$ cat src/sv/assert_macros.svh
// assertion macros used by the datapath rtl file
`ifndef ASSERT_MACROS_SVH
`define ASSERT_MACROS_SVH

// same-cycle implication, sampled on clk, off while arst_n is low
`define ASSERT_IMP(lbl, ante, cons, msg) \
	lbl: assert property (@(posedge clk) disable iff (!arst_n) (ante) |-> (cons)) \
		else $error(msg);

// next-cycle implication, sampled on clk, off while arst_n is low
`define ASSERT_NXT(lbl, ante, cons, msg) \
	lbl: assert property (@(posedge clk) disable iff (!arst_n) (ante) |=> (cons)) \
		else $error(msg);

`endif

$ cat src/sv/lphm_pkg.sv
// types and constants of the linear probing hash map
package lphm_pkg;

	localparam logic CMD_SET = 1'b0;
	localparam logic CMD_GET = 1'b1;

	localparam logic [1:0] ST_OK      = 2'd0;
	localparam logic [1:0] ST_TYPE    = 2'd1;
	localparam logic [1:0] ST_FULL    = 2'd2;
	localparam logic [1:0] ST_MISSING = 2'd3;

	localparam logic [63:0] MIX_MUL   = 64'hff51afd7ed558ccd;
	localparam int          MIX_SHIFT = 33;
	localparam int          LOAD_NUM  = 7;
	localparam int          LOAD_DEN  = 10;

	typedef struct packed {
		logic               command;
		logic               key_is_integer;
		logic signed [63:0] key;
		logic [3:0]         value_tag;
		logic [63:0]        value_payload;
	} in_item_t;

	typedef struct packed {
		logic [1:0]  status;
		logic        found;
		logic [3:0]  result_tag;
		logic [63:0] result_payload;
		logic        hint_valid;
		logic [3:0]  hint_kind;
	} out_item_t;

	typedef struct packed {
		logic        used;
		logic [63:0] key;
		logic [3:0]  tag;
		logic [63:0] payload;
	} slot_t;

	typedef enum logic [2:0] {
		OC_TYPE,
		OC_MISSING,
		OC_FULL,
		OC_GET_HIT,
		OC_OVERWRITE,
		OC_INSERT
	} outcome_t;

	typedef struct packed {
		logic     clr;
		logic     load;
		logic     probe_load;
		logic     probe_run;
		logic     finish;
		outcome_t outcome;
	} ctrl_cmd_t;

	typedef struct packed {
		logic clr_last;
		logic key_ok;
		logic is_get;
		logic hash_done;
		logic ev_valid;
		logic ev_hit;
		logic ev_empty;
		logic ev_last;
		logic full;
	} dp_stat_t;

endpackage

$ cat src/sv/lphm_ctrl.sv
// controller: clearing pass, hashing, probe walk and outcome decision
module lphm_ctrl
	import lphm_pkg::*;
(
	input  logic      clk,
	input  logic      arst_n,
	input  logic      start,
	output logic      busy,
	input  dp_stat_t  st,
	output ctrl_cmd_t cmd
);

	typedef enum logic [1:0] {
		S_CLEAR,
		S_IDLE,
		S_HASH,
		S_PROBE
	} state_t;

	state_t state_q;
	state_t state_nxt;

	always_comb begin
		cmd       = '0;
		cmd.outcome = OC_MISSING;
		state_nxt = state_q;
		unique case (state_q)
			S_CLEAR: begin
				cmd.clr = 1'b1;
				if (st.clr_last) state_nxt = S_IDLE;
			end
			S_IDLE: begin
				cmd.load = start;
				if (start) state_nxt = S_HASH;
			end
			S_HASH: begin
				if (!st.key_ok) begin
					cmd.finish  = 1'b1;
					cmd.outcome = st.is_get ? OC_MISSING : OC_TYPE;
					state_nxt   = S_IDLE;
				end else if (st.hash_done) begin
					cmd.probe_load = 1'b1;
					state_nxt      = S_PROBE;
				end
			end
			S_PROBE: begin
				cmd.probe_run = 1'b1;
				if (st.ev_valid && (st.ev_hit || st.ev_empty || st.ev_last)) begin
					cmd.finish = 1'b1;
					state_nxt  = S_IDLE;
					if (st.is_get) begin
						cmd.outcome = st.ev_hit ? OC_GET_HIT : OC_MISSING;
					end else if (st.ev_hit) begin
						cmd.outcome = OC_OVERWRITE;
					end else if (st.ev_empty && !st.full) begin
						cmd.outcome = OC_INSERT;
					end else begin
						cmd.outcome = OC_FULL;
					end
				end
			end
			default: state_nxt = S_CLEAR;
		endcase
	end

	always_ff @(posedge clk or negedge arst_n) begin
		if (!arst_n) begin
			state_q <= S_CLEAR;
		end else begin
			state_q <= state_nxt;
		end
	end

	assign busy = (state_q != S_IDLE);

endmodule

$ cat config.mk
export PLATFORM = sky130hd
export DESIGN_NAME = lphm_ctrl
export DESIGN_NICKNAME = d
export VERILOG_FILES = /design/src/sv/assert_macros.svh /design/src/sv/lphm_pkg.sv /design/src/sv/lphm_ctrl.sv
export SDC_FILE = /design/constraint.sdc
export NUM_CORES = 1
export LEC_CHECK = 0
export ABC_AREA = 1
export BUFFER_PORTS_ARGS = -buffer_cell sky130_fd_sc_hd__buf_4
export CAP_MARGIN = 20
export CORE_AREA = 4 4 41 43
export DETAILED_ROUTE_END_ITERATION = 10
export DIE_AREA = 0 0 45 47
export SLEW_MARGIN = 10
export SYNTH_ARGS = -nofsm -noshare
export SYNTH_HDL_FRONTEND = slang
export SYNTH_SLANG_ARGS = --single-unit
$ cat constraint.sdc
create_clock -name clk -period 3 [get_ports clk]
set_input_delay 0.15 -clock clk [delete_from_list [all_inputs] [get_ports clk]]
set_output_delay 0.15 -clock clk [all_outputs]
set_load 0.02 [all_outputs]
==> run metrics, run 1 <==
status=complete, no violations; TritonCTS clock tree=done; # diodes=0; port bufs=20; Reg clk slew, reported paths=30 ps; CP max stage cell=dfrtp_1; synthesized cell area=282 sq um; CTS Buf Count=3; CP Cell Sequence=inv_1 -> ha_1 -> nand2_2 -> o211ai_1 -> a21oi_1 -> nand2_1 -> buf_4; Slew HR=87.1%; largest net degree at the start of global routing=6; ys flop type=dfrtp_1; Biggest register=state_q; Yosys top cell area share=17.8%; CP Capture Type=output pin; first-pass GRT wire length=1280 um; worst-path fanout max=4; vias in the first global route=339; Max Slew Vio Count=0; Total Routing Usage GR=8.29%; dpl hpwl=643 um; top cells by area, synth=dfrtp_1 18%, ha_1 18%, nand2_1 15%, inv_1 13%, nor2_1 8.0%; ys async rst share=100%; clk_skew=1.64 ps; final wirelength=778 um; Worst Path Buf+Inv=2; starting DRC count in detailed routing=5; # rows=13; design area=483 sq um; share of layout cells above drive strength 1=38.0%; Mapped Cells=47; Max-cap violations=0; initial antenna violation count=0; synth unique cells=14; Max Root-Sink Buffers=2; Total Power=0.342 mW; clock latency on the worst-skew pair=220 ps; max reg flops=2; Post-Syn Nets=63; largest registers=state_q x2; Congestion Overflow GR=0; Final #Nets=89; multi-input gate area in the final layout=194 sq um; Initial Utilization=21.6%; worst path required time=2850 ps; Post-synth EDFFs=0; die width=45 um; RSZ-0062 raised after global routing=false; Leak=0.285 nW; boundary pin count=21; post-CTS sizing=0; most numerous cell in the Yosys netlist=nand2_1; CP delay by family, top=flip-flops; Worst VDD drop=0.291 mV; placed cells=82; CP startpoint kind=flip-flop; fillers=155; area growth from synthesis to layout=71.6%; Initial DRT Pass Iterations=5; root buffer cell=clkbuf_4; vias per inst=3.99; setup_tns=0 ps; pwr/cell area=708 nW/um^2; Yosys top cell by area=dfrtp_1; Die Height=47 um; Commonest cells post-synth=11 x nand2_1, 10 x inv_1, 6 x nor2_1, 4 x ha_1; via count=343; fmax=636 MHz; CP max stage delay=380 ps; Die ar.=2120 sq um; Syn Area/Cell=5.99 sq um; actual slew at the worst max-slew pin=194 ps; htree depth=1; detailed-route wire length per cell=9.05 um; CORE AREA=1300 sq um; final hold vios=0; post-route insts no fill=86; #FFs+latches synth=2; post-synthesis sequential area ratio=17.8%; launch point of the critical path=state_q[0]$_DFFE_PN0P_; clk sink count=2; # setup viols final=0; hold crit path type=primary input to async pin; Reg area=50.0 sq um; min Tclk post-route=1570 ps; Residual DRC=0; gpl congestion=0.781; critical path class=flip-flop to output pin; Warnings, synthesis=0; Worst EP arrival=1420 ps; Antenna Nets Post-Route=0; Placed Area=450 sq um; reg2reg start=state_q[0]$_DFFE_PN0P_; Tcrit/Tclk final=52.4%
[power by group]
part | switching, mW | internal, mW | total (mW) | leakage (nW)
Clock | 0.0128 | 0.0439 | 0.0567 | 0.0138
Sequential | 0.0122 | 0.0396 | 0.0518 | 0.0249
Combinational | 0.134 | 0.0991 | 0.233 | 0.247
[through the flow]
stage               setup WS [ps]  util [%]  hold WS (ps)
detailed placement           1630      34.6         -67.2
CTS                          1400      37.1           265
global route                 1240      37.1           262
finish                       1430      37.1           268
floorplan                    1660         -          -146
global placement             1680      34.6         -65.8
[cell type report]
cell class | instances | area share, %
timing repair buffer | 21 | 33.2
tap | 15 | 3.89
clock buffer | 3 | 4.66
multi-input combinational | 35 | 40.2
sequential | 2 | 10.4
inverter | 10 | 7.77
[cell usage in the layout, fill, tap and decap left out]
cell and instances:
dfrtp_1 2, inv_1 10, o211ai_1 1, a21boi_0 1, nor2_2 1, nand3_1 3, o21ai_1 1, clkbuf_4 3
nor2_1 6, nand2_2 3, nor3_1 1, a21oi_1 1, nand2_1 11, o21ai_0 2, dlygate4sd3_1 1, ha_1 4
buf_4 20
[path summary, 6_finish.rpt]
kind	to	slack, ps	cells past startpoint
setup / recovery	cmd[0]	1430	7
hold / removal	state_q[1]$_DFFE_PN0P_	270	2
setup reg to reg	state_q[1]$_DFFE_PN0P_	1710	8
hold reg to reg	state_q[0]$_DFFE_PN0P_	530	2
max in group asynchronous	state_q[0]$_DFFE_PN0P_	2640	2
min in group clk	state_q[0]$_DFFE_PN0P_	340	5
[metal layers]
metal	global-route usage (%)	vias to the layer above	share of wire [%]	wire [um]
li1	-	191	-	-
met1	10.2	132	43	333
met2	12.4	20	45	349
met3	3.83	0	12	95
met4	3.51	0	0	0
met5	0	-	0	0
[timing repair]
| item | in CTS | in global routing |
|---|---|---|
| hold endpoints to repair | 2 | 0 |
| hold buffers | 1 | 0 |
| setup buffers | 0 | 0 |
[cells by family (layout without fill, tap and decap cells)]
logic type / Yosys count / count (layout) / synth area share, %
AO/OA/AOI/OAI: 6 / 6 / 12.4
adder cells (fa/ha/maj): 4 / 4 / 17.8
buffers and inverters: 10 / 34 / 13.3
flip-flops: 2 / 2 / 17.8
AND/OR/NAND/NOR: 25 / 25 / 38.7
Power figures use the tool's default switching activity.
==> run 2, diff against run 1 <==
clock period = 1.6 ns   (was 3 ns; I/O delays follow)
==> run 2 against run 1 <==
- global-route usage stayed put
- cell area grew 8.5%
- worst hold slack lost 76 ps
- non-clock buffer count up 2
- die area stayed put
- highest routed layer unchanged
- sequential cell count did not move
==> run metrics, run 2 (synthesis results as in run 1) <==
status=complete, no violations; initial antenna violation count=0; Placed Area=450 sq um; reg2reg end=state_q[0]$_DFFE_PN0P_; design area=524 sq um; # setup viols final=0; busiest grt layer=met2; worst-path fanout max=4; CP startpoint kind=flip-flop; clk_skew=0.991 ps; Max Root-Sink Buffers=2; Global Route met3 Usage=3.83%; CORE AREA=1300 sq um; worst path required time=1520 ps; Biggest register=state_q; detailed-route wire length per cell=9.34 um; TritonCTS clock tree=done; boundary pin count=21; Residual DRC=0; dpl hpwl=643 um; vias per inst=4.08; CP max stage cell=dfrtp_1; Util after Layout=40.3%; area growth from synthesis to layout=86.2%; share of layout cells above drive strength 1=45.2%; Congestion Overflow GR=0; # diodes=0; Total Routing Usage GR=8.29%; Leak=0.291 nW; max reg flops=2; Slew HR=83.5%; Worst VDD drop=0.595 mV; die width=45 um; CP delay by family, top=flip-flops; Reg clk slew, reported paths=30 ps; Final #Nets=91; gpl congestion=0.781; largest registers=state_q x2; Max-cap violations=0; CP Cell Sequence=ha_4 -> nand2_2 -> o211ai_1 -> a21oi_1 -> nand2_1 -> buf_4; Total Power=0.712 mW; min Tclk post-route=1450 ps; Worst EP arrival=1370 ps; clock latency on the worst-skew pair=220 ps; commonest cells after routing, fill and taps aside=22 x buf_4, 11 x nand2_1, 9 x inv_1; Antenna Nets Post-Route=0; Tcrit/Tclk final=90.6%; Worst Path Buf+Inv=1; Die ar.=2120 sq um; largest net degree at the start of global routing=6; fmax=690 MHz; via count=359; CP Capture Type=output pin; first-pass GRT wire length=1280 um; starting DRC count in detailed routing=2; met1 usage=10.2%; root buffer cell=clkbuf_4; # rows=13; grt met2 use=12.4%; R2R cell count=8; commonest non-fill, non-tap cell in the layout=buf_4; Initial Utilization=21.6%; launch point of the critical path=state_q[1]$_DFFE_PN0P_; clk sink count=2; setup_tns=0 ps; register-to-register setup slack=230 ps; actual slew at the worst max-slew pin=247 ps; critical path class=flip-flop to output pin; pwr/cell area=1360 nW/um^2; htree depth=1; final hold vios=0; reg2reg start=state_q[0]$_DFFE_PN0P_; CP max stage delay=450 ps; fillers=148; final wirelength=822 um; Max Slew Vio Count=0; hold crit path type=primary input to async pin; Initial DRT Pass Iterations=4; port bufs=20; vias in the first global route=339; Die Height=47 um; CTS Buf Count=3
==> run 2: cell count changes in the layout (fill, tap and decap cells not counted), sizes merged <==
cell and change:
buf +2
==> run 2: how the worst max path moves through the flow <==
stage                                         to  cells past startpoint  slack [ps]
after detailed placement  state_q[1]$_DFFE_PN0P_                      8         300
after global placement                    cmd[0]                      7         350
final                                     cmd[0]                      6         150
after CTS                                 cmd[0]                      7          70
after floorplan                           cmd[3]                      4         330
after global routing                      cmd[0]                      6          -2
==> run 2: repair_timing <==
action | in CTS | in global routing
hold buffers | 1 | 0
setup endpoints to repair | 0 | 1
hold endpoints to repair | 2 | 0
setup buffers | 0 | 2
resized for setup | 0 | 6
==> run 2: per-stage QoR <==
step,std cells,hold WS [ps],setup slack (ps)
2_1_floorplan,47,-216,334
3_3_place_gp,82,-136,345
3_5_place_dp,82,-137,300
4_1_cts,86,195,69.8
5_1_grt,88,192,-2.07
6_report,88,192,151
==> run 2: power breakdown <==
part           switching [mW]  internal (mW)
sequential             0.0413         0.0767
combinational           0.268          0.219
clock                  0.0245         0.0824
==> run 2: layer usage <==
layer,wire length (um),share of wire (%),vias up
met1,360,44,148
li1,-,-,197
met2,377,46,14
met4,0,0,0
met5,0,0,-
met3,85,10,0
==> run 2: final cells by class <==
cell class | count | area (sq um) | share of cell area, %
Tap cell | 15 | 18.8 | 3.58
Multi-Input combinational cell | 35 | 219 | 41.8
Inverter | 10 | 37.5 | 7.16
Sequential cell | 2 | 51.3 | 9.79
Clock buffer | 3 | 22.5 | 4.30
Timing Repair Buffer | 23 | 175 | 33.4
==> run 3, diff against run 2 <==
BUFFER_PORTS_ARGS = -buffer_cell sky130_fd_sc_hd__clkbuf_2   (was -buffer_cell sky130_fd_sc_hd__buf_4)
==> run 3 against run 2 <==
- first-iteration DRC count down 50%
- cell count up 1.1%
- sequential share of layout area up 1.1 points
- worst setup slack worse by 41 ps
- sequential cell count unchanged
- cell area down 12%
- total power down 6.2%
- global-route usage down 0.23 points
- critical path type unchanged
- critical endpoint is now busy
- largest power group unchanged
==> run metrics, run 3 (synthesis results as in run 1) <==
CTS Buf Count=3; cell mode on critical path=buf_4; commonest cells after routing, fill and taps aside=19 x clkbuf_2, 11 x nand2_1, 9 x inv_1; post-route insts no fill=89; vias in the first global route=343; clock latency on the worst-skew pair=220 ps; largest registers=state_q x2; dpl ws=314 ps; clock share of power=16.1%; CP Capture Type=output pin; share of layout cells above drive strength 1=44.6%; Die ar.=2120 sq um; Max-cap violations=0; worst path required time=1520 ps; Util after Layout=35.4%; Worst VDD drop=0.657 mV; area growth from synthesis to layout=63.6%; placed cells=82; via count=357; min Tclk post-route=1490 ps; Final #Nets=92; CORE AREA=1300 sq um; Tcrit/Tclk final=93.2%; clk_skew=0.424 ps; dpl hpwl=633 um; actual slew at the worst max-slew pin=179 ps; Worst EP arrival=1410 ps; Max Slew Vio Count=0; boundary pin count=21; CP max stage cell=dfrtp_1; critical path class=flip-flop to output pin; Slew HR=88.0%; clk sink count=2; # diodes=0; Flop pwr share=15.3%; final wirelength=800 um; Total Power=0.668 mW; Placed Area=400 sq um; Leak=0.280 nW; sw frac=47.6%; hold slack=186 ps; setup_tns=0 ps; Antenna Nets Post-Route=0; port bufs=20; CP Cell Sequence=buf_4 -> buf_4 -> ha_1 -> inv_1 -> clkbuf_2; fillers=158; hold crit path type=primary input to async pin; Initial DRT Pass Iterations=2; worst-path fanout max=4; CP startpoint kind=flip-flop; commonest non-fill, non-tap cell in the layout=clkbuf_2; initial antenna violation count=0; CP max stage delay=410 ps; Die Height=47 um; pwr/cell area=1450 nW/um^2; Biggest register=state_q; sw power=0.318 mW; CP delay by family, top=buffers and inverters; Comb pwr share=68.6%; detailed-route wire length per cell=8.99 um; TritonCTS clock tree=done; Reg clk slew, reported paths=30 ps; htree depth=1; final hold vios=0; gpl congestion=0.763; Congestion Overflow GR=0; largest net degree at the start of global routing=6; vias per inst=4.01; Max Root-Sink Buffers=2; Total Routing Usage GR=8.06%; Residual DRC=0; # setup viols final=0; Final WS setup=110 ps; max reg flops=2; status=complete, no violations; # rows=13; Worst Path Buf+Inv=4; fmax=671 MHz; first-pass GRT wire length=1260 um; Initial Utilization=21.6%; internal power=0.350 mW; root buffer cell=clkbuf_4; starting DRC count in detailed routing=1; design area=460 sq um; die width=45 um
-- run 3: cell types whose count changed in the layout (fill, tap and decap cells not counted) --
cell and change:
dfrtp_2 -1, ha_4 -2, buf_2 +1, dfrtp_1 +1, buf_4 -19, clkbuf_2 +19, ha_2 +2
-- run 3: worst paths after layout --
check	slack, ps	to	startpoint	depth (start not counted)
min reg2reg	550	state_q[1]$_DFFE_PN0P_	state_q[1]$_DFFE_PN0P_	2
max in group asynchronous	1320	state_q[1]$_DFFE_PN0P_	arst_n	2
min in group clk	260	state_q[0]$_DFFE_PN0P_	st[4]	5
min	190	state_q[0]$_DFFE_PN0P_	arst_n	2
max	110	busy	state_q[0]$_DFFE_PN0P_	5
max reg2reg	130	state_q[1]$_DFFE_PN0P_	state_q[0]$_DFFE_PN0P_	9
-- run 3: final cells by class --
| class | instances | area, sq um | area share (%) |
|---|---|---|---|
| Clock buffer | 3 | 22.5 | 4.89 |
| Inverter | 10 | 37.5 | 8.15 |
| Multi-Input combinational cell | 35 | 199 | 43.2 |
| Sequential cell | 2 | 50.0 | 10.9 |
| Tap cell | 15 | 18.8 | 4.08 |
| Timing Repair Buffer | 24 | 133 | 28.8 |
-- run 3: power by group through the flow --
| stage | clock [mW] | combinational, mW | sequential [mW] |
|---|---|---|---|
| 6_report | 0.107 | 0.458 | 0.102 |
| 2_1_floorplan | 0 | 0.288 | 0.0926 |
| 3_3_place_gp | 0 | 0.395 | 0.0959 |
| 4_1_cts | 0.115 | 0.398 | 0.0964 |
| 3_5_place_dp | 0 | 0.392 | 0.0969 |
| 5_1_grt | 0.123 | 0.517 | 0.107 |
-- run 3: metal layers --
metal | share of wire (%) | GRT usage [%]
met5 | 0 | 0
met4 | 0 | 5.26
met1 | 41 | 10.0
met3 | 7.8 | 0
met2 | 51 | 13.8
-- run 3: what timing repair did --
item,4_1_cts,5_1_grt
gates resized for setup,0,4
hold endpoints to repair,2,0
hold buffers,1,0
setup endpoints to repair,0,1
buffers inserted,0,3
